**config.mk**
```make
export PLATFORM = sky130hd
export DESIGN_NAME = group_reverse_buffer_flat
export DESIGN_NICKNAME = d
export VERILOG_FILES = /design/src/grb_pkg.sv /design/src/grb_in_if.sv /design/src/grb_out_if.sv /design/src/group_reverse_buffer.sv /design/src/grb_front.sv /design/src/grb_cmd_fifo.sv /design/src/grb_back.sv /design/src/flat_wrapper.sv
export SDC_FILE = /design/constraint.sdc
export NUM_CORES = 2
export LEC_CHECK = 0
export BUFFER_PORTS_ARGS = -buffer_cell sky130_fd_sc_hd__clkbuf_2
export CORE_ASPECT_RATIO = 0.8
export CORE_UTILIZATION = 63
export CTS_CLUSTER_DIAMETER = 200
export DETAILED_ROUTE_END_ITERATION = 10
export PLACE_DENSITY = 0.79
export SKIP_CTS_REPAIR_TIMING = 1
export SYNTH_ARGS = -nofsm -noshare
export SYNTH_HDL_FRONTEND = slang
export SYNTH_HIERARCHICAL = 1
export SYNTH_SLANG_ARGS = --single-unit
```
**constraint.sdc**
```tcl
create_clock -name clk_i -period 5.9 [get_ports clk_i]
set_input_delay 1.18 -clock clk_i [delete_from_list [all_inputs] [get_ports clk_i]]
set_output_delay 1.18 -clock clk_i [all_outputs]
set_load 0.01 [all_outputs]
```
**src/grb_pkg.sv**
```systemverilog
// Shared types and constants for the group reverse buffer.
package grb_pkg;

  localparam int unsigned GsWidth = 7;
  localparam logic [GsWidth-1:0] GsReset = 7'd1;

  // Drain command flags: rev selects a reversed drain, fin tags the stream end.
  typedef struct packed {
    logic rev;
    logic fin;
  } drain_t;

endpackage

```
**src/grb_in_if.sv**
```systemverilog
// Input stream channel: valid/ready handshake with value and last.
interface grb_in_if #(
  parameter int unsigned DATA_WIDTH = 32
);
  logic                         valid;
  logic                         ready;
  logic signed [DATA_WIDTH-1:0] value;
  logic                         last;

  modport source (output valid, output value, output last, input ready);
  modport sink   (input valid, input value, input last, output ready);
endinterface

```
**src/grb_out_if.sv**
```systemverilog
// Output stream channel: valid/ready handshake with reordered word.
interface grb_out_if #(
  parameter int unsigned DATA_WIDTH = 32
);
  logic                         valid;
  logic                         ready;
  logic signed [DATA_WIDTH-1:0] value_res;
  logic                         last_res;

  modport source (output valid, output value_res, output last_res, input ready);
  modport sink   (input valid, input value_res, input last_res, output ready);
endinterface

```
**src/group_reverse_buffer.sv**
```systemverilog
// Group reverse buffer: reverses a word stream in groups of group_size; a short last group drains in order.
// The first drained word passes the command queue and the sequencer to the output.
// Throughput: words that only fill the store go back to back; input is held off
// while a drain is queued or running.
// Reset clears the fill count, the command queue and the output valid and last flags;
// group_size resets to 1. The group store and the output word are not cleared.
module group_reverse_buffer #(
  parameter int unsigned MAX_GROUP  = 64,
  parameter int unsigned DATA_WIDTH = 32
) (
  input  logic                        clk_i,
  input  logic                        rst_ni,
  input  logic                        cfg_we_i,
  input  logic [grb_pkg::GsWidth-1:0] cfg_wdata_i,
  grb_in_if.sink                      in_s,
  grb_out_if.source                   out_m
);

  localparam int unsigned CntW  = $clog2(MAX_GROUP + 1);
  localparam int unsigned AddrW = (MAX_GROUP > 1) ? $clog2(MAX_GROUP) : 1;
  localparam int unsigned CmdW  = $bits(grb_pkg::drain_t) + CntW;

  logic                  wr_en;
  logic [AddrW-1:0]      wr_addr;
  logic [DATA_WIDTH-1:0] wr_data;
  logic                  cmd_push;
  grb_pkg::drain_t       push_flags;
  logic [CntW-1:0]       push_cnt;
  logic                  cmd_valid;
  logic [CmdW-1:0]       cmd_word;
  grb_pkg::drain_t       pop_flags;
  logic [CntW-1:0]       pop_cnt;
  logic                  cmd_pop;
  logic                  back_busy;
  logic                  busy;

  assign busy = back_busy || cmd_valid;

  grb_front #(
    .MAX_GROUP  (MAX_GROUP),
    .DATA_WIDTH (DATA_WIDTH)
  ) u_front (
    .clk_i       (clk_i),
    .rst_ni      (rst_ni),
    .cfg_we_i    (cfg_we_i),
    .cfg_wdata_i (cfg_wdata_i),
    .in_s        (in_s),
    .busy_i      (busy),
    .wr_en_o     (wr_en),
    .wr_addr_o   (wr_addr),
    .wr_data_o   (wr_data),
    .cmd_push_o  (cmd_push),
    .cmd_flags_o (push_flags),
    .cmd_cnt_o   (push_cnt)
  );

  grb_cmd_fifo #(
    .WIDTH (CmdW)
  ) u_cmd_fifo (
    .clk_i   (clk_i),
    .rst_ni  (rst_ni),
    .push_i  (cmd_push),
    .data_i  ({push_flags, push_cnt}),
    .pop_i   (cmd_pop),
    .valid_o (cmd_valid),
    .data_o  (cmd_word)
  );

  assign pop_flags = grb_pkg::drain_t'(cmd_word[CmdW-1:CntW]);
  assign pop_cnt   = cmd_word[CntW-1:0];

  grb_back #(
    .MAX_GROUP  (MAX_GROUP),
    .DATA_WIDTH (DATA_WIDTH)
  ) u_back (
    .clk_i       (clk_i),
    .rst_ni      (rst_ni),
    .wr_en_i     (wr_en),
    .wr_addr_i   (wr_addr),
    .wr_data_i   (wr_data),
    .cmd_valid_i (cmd_valid),
    .cmd_flags_i (pop_flags),
    .cmd_cnt_i   (pop_cnt),
    .cmd_pop_o   (cmd_pop),
    .busy_o      (back_busy),
    .out_m       (out_m)
  );

endmodule

```
**src/grb_front.sv**
```systemverilog
// Front end: config register, fill counter, group store writes, drain decisions.
module grb_front #(
  parameter int unsigned MAX_GROUP  = 64,
  parameter int unsigned DATA_WIDTH = 32,
  localparam int unsigned CntW      = $clog2(MAX_GROUP + 1),
  localparam int unsigned AddrW     = (MAX_GROUP > 1) ? $clog2(MAX_GROUP) : 1
) (
  input  logic                             clk_i,
  input  logic                             rst_ni,
  input  logic                             cfg_we_i,
  input  logic [grb_pkg::GsWidth-1:0]      cfg_wdata_i,
  grb_in_if.sink                           in_s,
  input  logic                             busy_i,
  output logic                             wr_en_o,
  output logic [AddrW-1:0]                 wr_addr_o,
  output logic [DATA_WIDTH-1:0]            wr_data_o,
  output logic                             cmd_push_o,
  output grb_pkg::drain_t                  cmd_flags_o,
  output logic [CntW-1:0]                  cmd_cnt_o
);

  logic [grb_pkg::GsWidth-1:0] group_size_q;
  logic [CntW-1:0]             fill_q, fill_d;
  logic [CntW-1:0]             k_eff;
  logic [CntW-1:0]             fill_inc;
  logic                        accept;
  logic                        drain_rev;
  logic                        drain_fwd;

  // Zero means one, anything above the store depth is clamped.
  always_comb begin
    if (group_size_q == '0) begin
      k_eff = CntW'(1);
    end else if (32'(group_size_q) > MAX_GROUP) begin
      k_eff = CntW'(MAX_GROUP);
    end else begin
      k_eff = CntW'(group_size_q);
    end
  end

  assign in_s.ready = !busy_i;
  assign accept     = in_s.valid && in_s.ready;
  assign fill_inc   = fill_q + CntW'(1);
  assign drain_rev  = fill_inc >= k_eff;
  assign drain_fwd  = !drain_rev && in_s.last;

  always_comb begin
    fill_d = fill_q;
    if (accept) begin
      fill_d = (drain_rev || drain_fwd) ? '0 : fill_inc;
    end
  end

  always_ff @(posedge clk_i or negedge rst_ni) begin
    if (!rst_ni) begin
      group_size_q <= grb_pkg::GsReset;
      fill_q       <= '0;
    end else begin
      if (cfg_we_i) begin
        group_size_q <= cfg_wdata_i;
      end
      fill_q <= fill_d;
    end
  end

  assign wr_en_o         = accept;
  assign wr_addr_o       = fill_q[AddrW-1:0];
  assign wr_data_o       = in_s.value;
  assign cmd_push_o      = accept && (drain_rev || drain_fwd);
  assign cmd_flags_o.rev = drain_rev;
  assign cmd_flags_o.fin = in_s.last;
  assign cmd_cnt_o       = fill_inc;

endmodule

```
**src/grb_cmd_fifo.sv**
```systemverilog
// Two-entry queue of drain commands between front and back.
module grb_cmd_fifo #(
  parameter int unsigned WIDTH = 8
) (
  input  logic             clk_i,
  input  logic             rst_ni,
  input  logic             push_i,
  input  logic [WIDTH-1:0] data_i,
  input  logic             pop_i,
  output logic             valid_o,
  output logic [WIDTH-1:0] data_o
);

  logic [WIDTH-1:0] slot_q [2];
  logic             wp_q;
  logic             rp_q;
  logic [1:0]       cnt_q;
  logic             do_push;
  logic             do_pop;

  assign valid_o = cnt_q != 2'd0;
  assign data_o  = slot_q[rp_q];
  assign do_push = push_i && (cnt_q != 2'd2);
  assign do_pop  = pop_i && valid_o;

  always_ff @(posedge clk_i) begin
    if (do_push) begin
      slot_q[wp_q] <= data_i;
    end
  end

  always_ff @(posedge clk_i or negedge rst_ni) begin
    if (!rst_ni) begin
      wp_q  <= 1'b0;
      rp_q  <= 1'b0;
      cnt_q <= 2'd0;
    end else begin
      if (do_push) begin
        wp_q <= !wp_q;
      end
      if (do_pop) begin
        rp_q <= !rp_q;
      end
      case ({do_push, do_pop})
        2'b10:   cnt_q <= cnt_q + 2'd1;
        2'b01:   cnt_q <= cnt_q - 2'd1;
        default: cnt_q <= cnt_q;
      endcase
    end
  end

endmodule

```
**src/grb_back.sv**
```systemverilog
// Back end: group store and drain sequencer feeding the output register.
module grb_back #(
  parameter int unsigned MAX_GROUP  = 64,
  parameter int unsigned DATA_WIDTH = 32,
  localparam int unsigned CntW      = $clog2(MAX_GROUP + 1),
  localparam int unsigned AddrW     = (MAX_GROUP > 1) ? $clog2(MAX_GROUP) : 1
) (
  input  logic                  clk_i,
  input  logic                  rst_ni,
  input  logic                  wr_en_i,
  input  logic [AddrW-1:0]      wr_addr_i,
  input  logic [DATA_WIDTH-1:0] wr_data_i,
  input  logic                  cmd_valid_i,
  input  grb_pkg::drain_t       cmd_flags_i,
  input  logic [CntW-1:0]       cmd_cnt_i,
  output logic                  cmd_pop_o,
  output logic                  busy_o,
  grb_out_if.source             out_m
);

  logic [DATA_WIDTH-1:0] store_q [MAX_GROUP];
  logic [DATA_WIDTH-1:0] rdata_q;
  logic                  active_q;
  logic                  rev_q;
  logic                  fin_q;
  logic [CntW-1:0]       rem_q;
  logic [AddrW-1:0]      addr_q;
  logic                  ov_q;
  logic                  ol_q;
  logic                  out_free;
  logic                  issue;
  logic                  pop;

  assign out_free  = !ov_q || out_m.ready;
  assign issue     = active_q && out_free;
  assign pop       = !active_q && cmd_valid_i;
  assign cmd_pop_o = pop;
  assign busy_o    = active_q;

  always_ff @(posedge clk_i) begin
    if (wr_en_i) begin
      store_q[wr_addr_i] <= wr_data_i;
    end
  end

  // Read data register doubles as the output word; it only moves on issue.
  always_ff @(posedge clk_i) begin
    if (issue) begin
      rdata_q <= store_q[addr_q];
    end
  end

  always_ff @(posedge clk_i or negedge rst_ni) begin
    if (!rst_ni) begin
      active_q <= 1'b0;
      rev_q    <= 1'b0;
      fin_q    <= 1'b0;
      rem_q    <= '0;
      addr_q   <= '0;
      ov_q     <= 1'b0;
      ol_q     <= 1'b0;
    end else begin
      if (pop) begin
        active_q <= 1'b1;
        rev_q    <= cmd_flags_i.rev;
        fin_q    <= cmd_flags_i.fin;
        rem_q    <= cmd_cnt_i;
        addr_q   <= cmd_flags_i.rev ? AddrW'(cmd_cnt_i - CntW'(1)) : '0;
      end else if (issue) begin
        rem_q  <= rem_q - CntW'(1);
        addr_q <= rev_q ? addr_q - AddrW'(1) : addr_q + AddrW'(1);
        if (rem_q == CntW'(1)) begin
          active_q <= 1'b0;
        end
      end
      if (issue) begin
        ov_q <= 1'b1;
        ol_q <= fin_q && (rem_q == CntW'(1));
      end else if (out_m.ready) begin
        ov_q <= 1'b0;
      end
    end
  end

  assign out_m.valid     = ov_q;
  assign out_m.value_res = rdata_q;
  assign out_m.last_res  = ol_q;

endmodule
```
**src/flat_wrapper.sv**
```systemverilog
// flat-port wrapper written by rule: the top's interface ports become plain ports
module group_reverse_buffer_flat 
#(
  parameter int unsigned MAX_GROUP  = 64,
  parameter int unsigned DATA_WIDTH = 32
)
  (clk_i, rst_ni, cfg_we_i, cfg_wdata_i, in_s_valid, in_s_value, in_s_last, in_s_ready, out_m_valid, out_m_value_res, out_m_last_res, out_m_ready);
  grb_in_if #(.DATA_WIDTH(DATA_WIDTH)) in_s_i ();
  grb_out_if #(.DATA_WIDTH(DATA_WIDTH)) out_m_i ();
  input  logic clk_i;
  input  logic rst_ni;
  input  logic cfg_we_i;
  input  logic [grb_pkg::GsWidth-1:0] cfg_wdata_i;
  input wire logic [$bits(in_s_i.valid)-1:0] in_s_valid;
  input wire logic [$bits(in_s_i.value)-1:0] in_s_value;
  input wire logic [$bits(in_s_i.last)-1:0] in_s_last;
  output wire logic [$bits(in_s_i.ready)-1:0] in_s_ready;
  output wire logic [$bits(out_m_i.valid)-1:0] out_m_valid;
  output wire logic [$bits(out_m_i.value_res)-1:0] out_m_value_res;
  output wire logic [$bits(out_m_i.last_res)-1:0] out_m_last_res;
  input wire logic [$bits(out_m_i.ready)-1:0] out_m_ready;
  assign in_s_i.valid = in_s_valid;
  assign in_s_i.value = in_s_value;
  assign in_s_i.last = in_s_last;
  assign in_s_ready = in_s_i.ready;
  assign out_m_valid = out_m_i.valid;
  assign out_m_value_res = out_m_i.value_res;
  assign out_m_last_res = out_m_i.last_res;
  assign out_m_i.ready = out_m_ready;
  group_reverse_buffer #(.MAX_GROUP(MAX_GROUP), .DATA_WIDTH(DATA_WIDTH)) u_core (.clk_i(clk_i), .rst_ni(rst_ni), .cfg_we_i(cfg_we_i), .cfg_wdata_i(cfg_wdata_i), .in_s(in_s_i), .out_m(out_m_i));
endmodule
```
==> flow_metrics.py <==
metrics = {
    "clock_tree": {
        "cts_sinks": 2134,
        "numCtsBuffers": 191,
        "cts_buffer_depth": 3,
        "cts_root_buffer": "clkbuf_16",
        "clk_latency_ns": 0.84,
        "clkSlewWorstSetupHoldPaths_ns": 0.06,
        "tritoncts": "done",
        "htree_levels": 4,
    },
    "setup_path": {
        "arrival_ns": 4.46,
        "required_ns": 6.32,
        "r2r_setup_slack_ns": 1.86,
        "path_class": "reg2reg",
        "critPathMaxFanout": 32,
        "start_kind": "register",
        "crit_path_end_kind": "register",
    },
    "floorplan": {
        "initial_core_util": 0.639,
        "ios": 80,
        "rows": 117,
        "core_mm2": 0.128,
        "die_y_um": 324,
        "die_w_um": 405,
        "die_area_mm2": 0.131,
    },
    "flow_run": {
        "drv_cap": 0,
    },
    "outcome": {
        "outcome": "completed",
    },
    "logic_synthesis": {
        "synthXorXnorAreaFrac": 0.00225,
        "synth-simple-area-share": 0.0170,
        "synth_area_per_cell_um2": 22.3,
        "syn_nets": 3725,
        "synth_compound_area_frac": 0.0316,
        "synth-seq-cells": 2134,
        "synthAdderAreaFrac": 0.00269,
        "synth_edf_count": 2098,
        "synth.area.top_cells": "edfxtp_1 77%, mux4_2 14%, dfrtp_1 1.1%, buf_4 0.68%, a221oi_1 0.65%",
        "synth_warnings": 6,
        "yosysSeqAreaShare": 0.782,
        "syn_area_mm2": 0.0817,
        "synth_top_area_cell": "edfxtp_1",
        "synth_top_family_by_area": "multiplexers",
        "synth_top_area_frac": 0.771,
        "synthMuxAreaShare": 0.148,
        "synth_ff_type": "edfxtp_1",
        "async_reset_ff_frac": 0.0169,
        "ys_types": 64,
        "synth_cells": 3663,
    },
    "layout": {
        "multi_input_area_mm2": 0.0170,
        "final_common_cell": "edfxtp_1",
        "layout_common_cells": "2098 x edfxtp_1, 512 x mux4_2, 195 x clkbuf_16",
        "area_growth_pct": 10.9,
        "fillCellCount": 6963,
        "fin_area_mm2": 0.0906,
        "register_area_mm2": 0.0639,
        "final_nets": 3887,
        "drive_gt1_frac": 0.272,
    },
    "timing": {
        "finalCriticalPeriod_ns": 4.04,
        "worstMarginPinSlew_ns": 1.33,
        "drv_slew": 0,
        "fmax_mhz": 247,
        "rsz0062_at_grt": "no",
        "setup_viol": 0,
        "slew_headroom": 0.108,
        "finalSetupTns_ns": 0,
        "hold_violations": 0,
        "skew_ns": 0.0358,
        "finalCritPeriodShare": 0.685,
    },
    "global_route": {
        "grt_pass1_vias": 40600,
        "grt_overflow": 0,
        "grt_usage": 0.327,
        "grt_pass1_wl_mm": 298,
        "grt_antenna_before_repair": 2,
        "grt_max_degree": 67,
    },
    "drt": {
        "drc": 0,
        "ant_nets": 0,
        "routedWlPerCell_um": 36.8,
        "via_per_inst": 7.29,
        "firstDrtPassIters": 7,
        "wl_mm": 210,
        "vias": 41600,
        "drtIter0Drc": 7035,
    },
    "placement": {
        "gp_congestion": 0.911,
        "dp_hpwl_mm": 115,
        "io_buffers": 79,
        "place_area_mm2": 0.0846,
    },
    "min_path": {
        "hold_path_class": "reg2reg",
    },
    "power": {
        "vdd_drop_max_v": 0.000359,
        "powerDensity_mw_per_mm2": 448,
        "cellLeakagePower_nw": 28.3,
    },
}
flip-flops by register name (all words and copies together) (netlist names), 2 cells and up:
signal,cells
u_core/u_back/addr_q,6
u_core/u_back/out_m.value_res,32
u_core/u_back/rem_q,7
u_core/u_back/store_q,2048
u_core/u_cmd_fifo/cnt_q,2
u_core/u_cmd_fifo/slot_q,18
u_core/u_front/fill_q,7
u_core/u_front/group_size_q,7
Yosys cell counts, types with 5 or more instances:
master,instances
nand2_1,112
xor2_1,7
mux2_1,9
a22o_1,45
nand3_1,17
nor2b_1,12
a31oi_1,28
o211a_1,8
o21ai_1,8
buf_6,8
or3_1,5
nor3_1,18
dfrtp_1,35
edfxtp_1,2098
buf_1,10
o221ai_1,36
mux4_2,512
mux2_2,12
a21oi_1,73
nand2b_1,14
nor2_1,106
a221oi_1,61
o21ai_0,20
and2_1,5
o211ai_1,9
a21o_1,6
ha_1,16
buf_4,74
inv_1,13
clkbuf_1,96
xnor2_1,14
buf_2,49
nand4_1,5
mux2i_1,35
o22ai_1,43
worst max-delay path, cell delays in order, from the launching register on:
cell and delay [ns]:
dfrtp_1 0.43, or2_4 0.26, or2_1 0.24, nand2b_4 0.18, inv_2 0.22, nor2b_1 0.33, nand3_1 0.72, nor2_4 1.21
worst paths after layout:
kind	depth (start not counted)	end	start
worst max-delay path	7	u_core/u_back/store_q[22][26]	u_core/u_cmd_fifo/cnt_q[0]
worst max register to register	7	u_core/u_back/store_q[22][26]	u_core/u_cmd_fifo/cnt_q[0]
worst min register to register	1	u_core/u_back/out_m.last_res	u_core/u_back/fin_q
max in group asynchronous	1	u_core/u_back/addr_q[2]	rst_ni
worst min-delay path	1	u_core/u_back/out_m.last_res	u_core/u_back/fin_q
min in group asynchronous	1	u_core/u_front/group_size_q[6]	rst_ni
per-stage QoR:
step / hold WS [ns] / utilization / worst slack (ns) / total power [mW] / instances
floorplan: 0.447 / - / 1.38 / 24.7 / 3663
CTS: 0.505 / 0.708 / 1.90 / 40.6 / 5705
global placement: 0.458 / 0.661 / 1.78 / 28.3 / 5357
finish: 0.503 / 0.708 / 1.86 / 40.6 / 5709
detailed placement: 0.484 / 0.661 / 1.65 / 28.5 / 5357
global route: 0.528 / 0.708 / 1.80 / 41.6 / 5705
metal layers:
metal | GRT usage | routed length (µm) | vias to the layer above
met5 | 0 | 13 | -
met4 | 0.131 | 9160 | 2
met3 | 0.0695 | 28100 | 463
met2 | 0.493 | 97100 | 3777
met1 | 0.478 | 75500 | 21600
li1 | - | - | 15800
kinds of logic after synthesis:
group / count (synthesis)
AO/OA/AOI/OAI: 358
XOR/XNOR: 21
adder cells (fa/ha/maj): 17
buffers and inverters: 254
flip-flops: 2134
multiplexers: 568
AND/OR/NAND/NOR: 311
where the power goes:
group	internal, mW	switching (mW)	total, mW	leakage [nW]
Combinational	4.54	6.62	11.2	6.05
Clock	6.62	5.48	12.1	2.91
Sequential	16.9	0.450	17.4	19.3
Total	28.1	12.5	40.6	28.3
cell type report:
type | instances | area share
Tap cell | 1725 | 0.0238
Multi-Input combinational cell | 1275 | 0.188
Antenna cell | 4 | 0.000110
Clock buffer | 242 | 0.0559
Inverter | 17 | 0.000704
Timing Repair Buffer | 206 | 0.0165
Sequential cell | 2134 | 0.705
Clock inverter | 106 | 0.0102
Note: power is estimated with default switching activity, not from simulation.
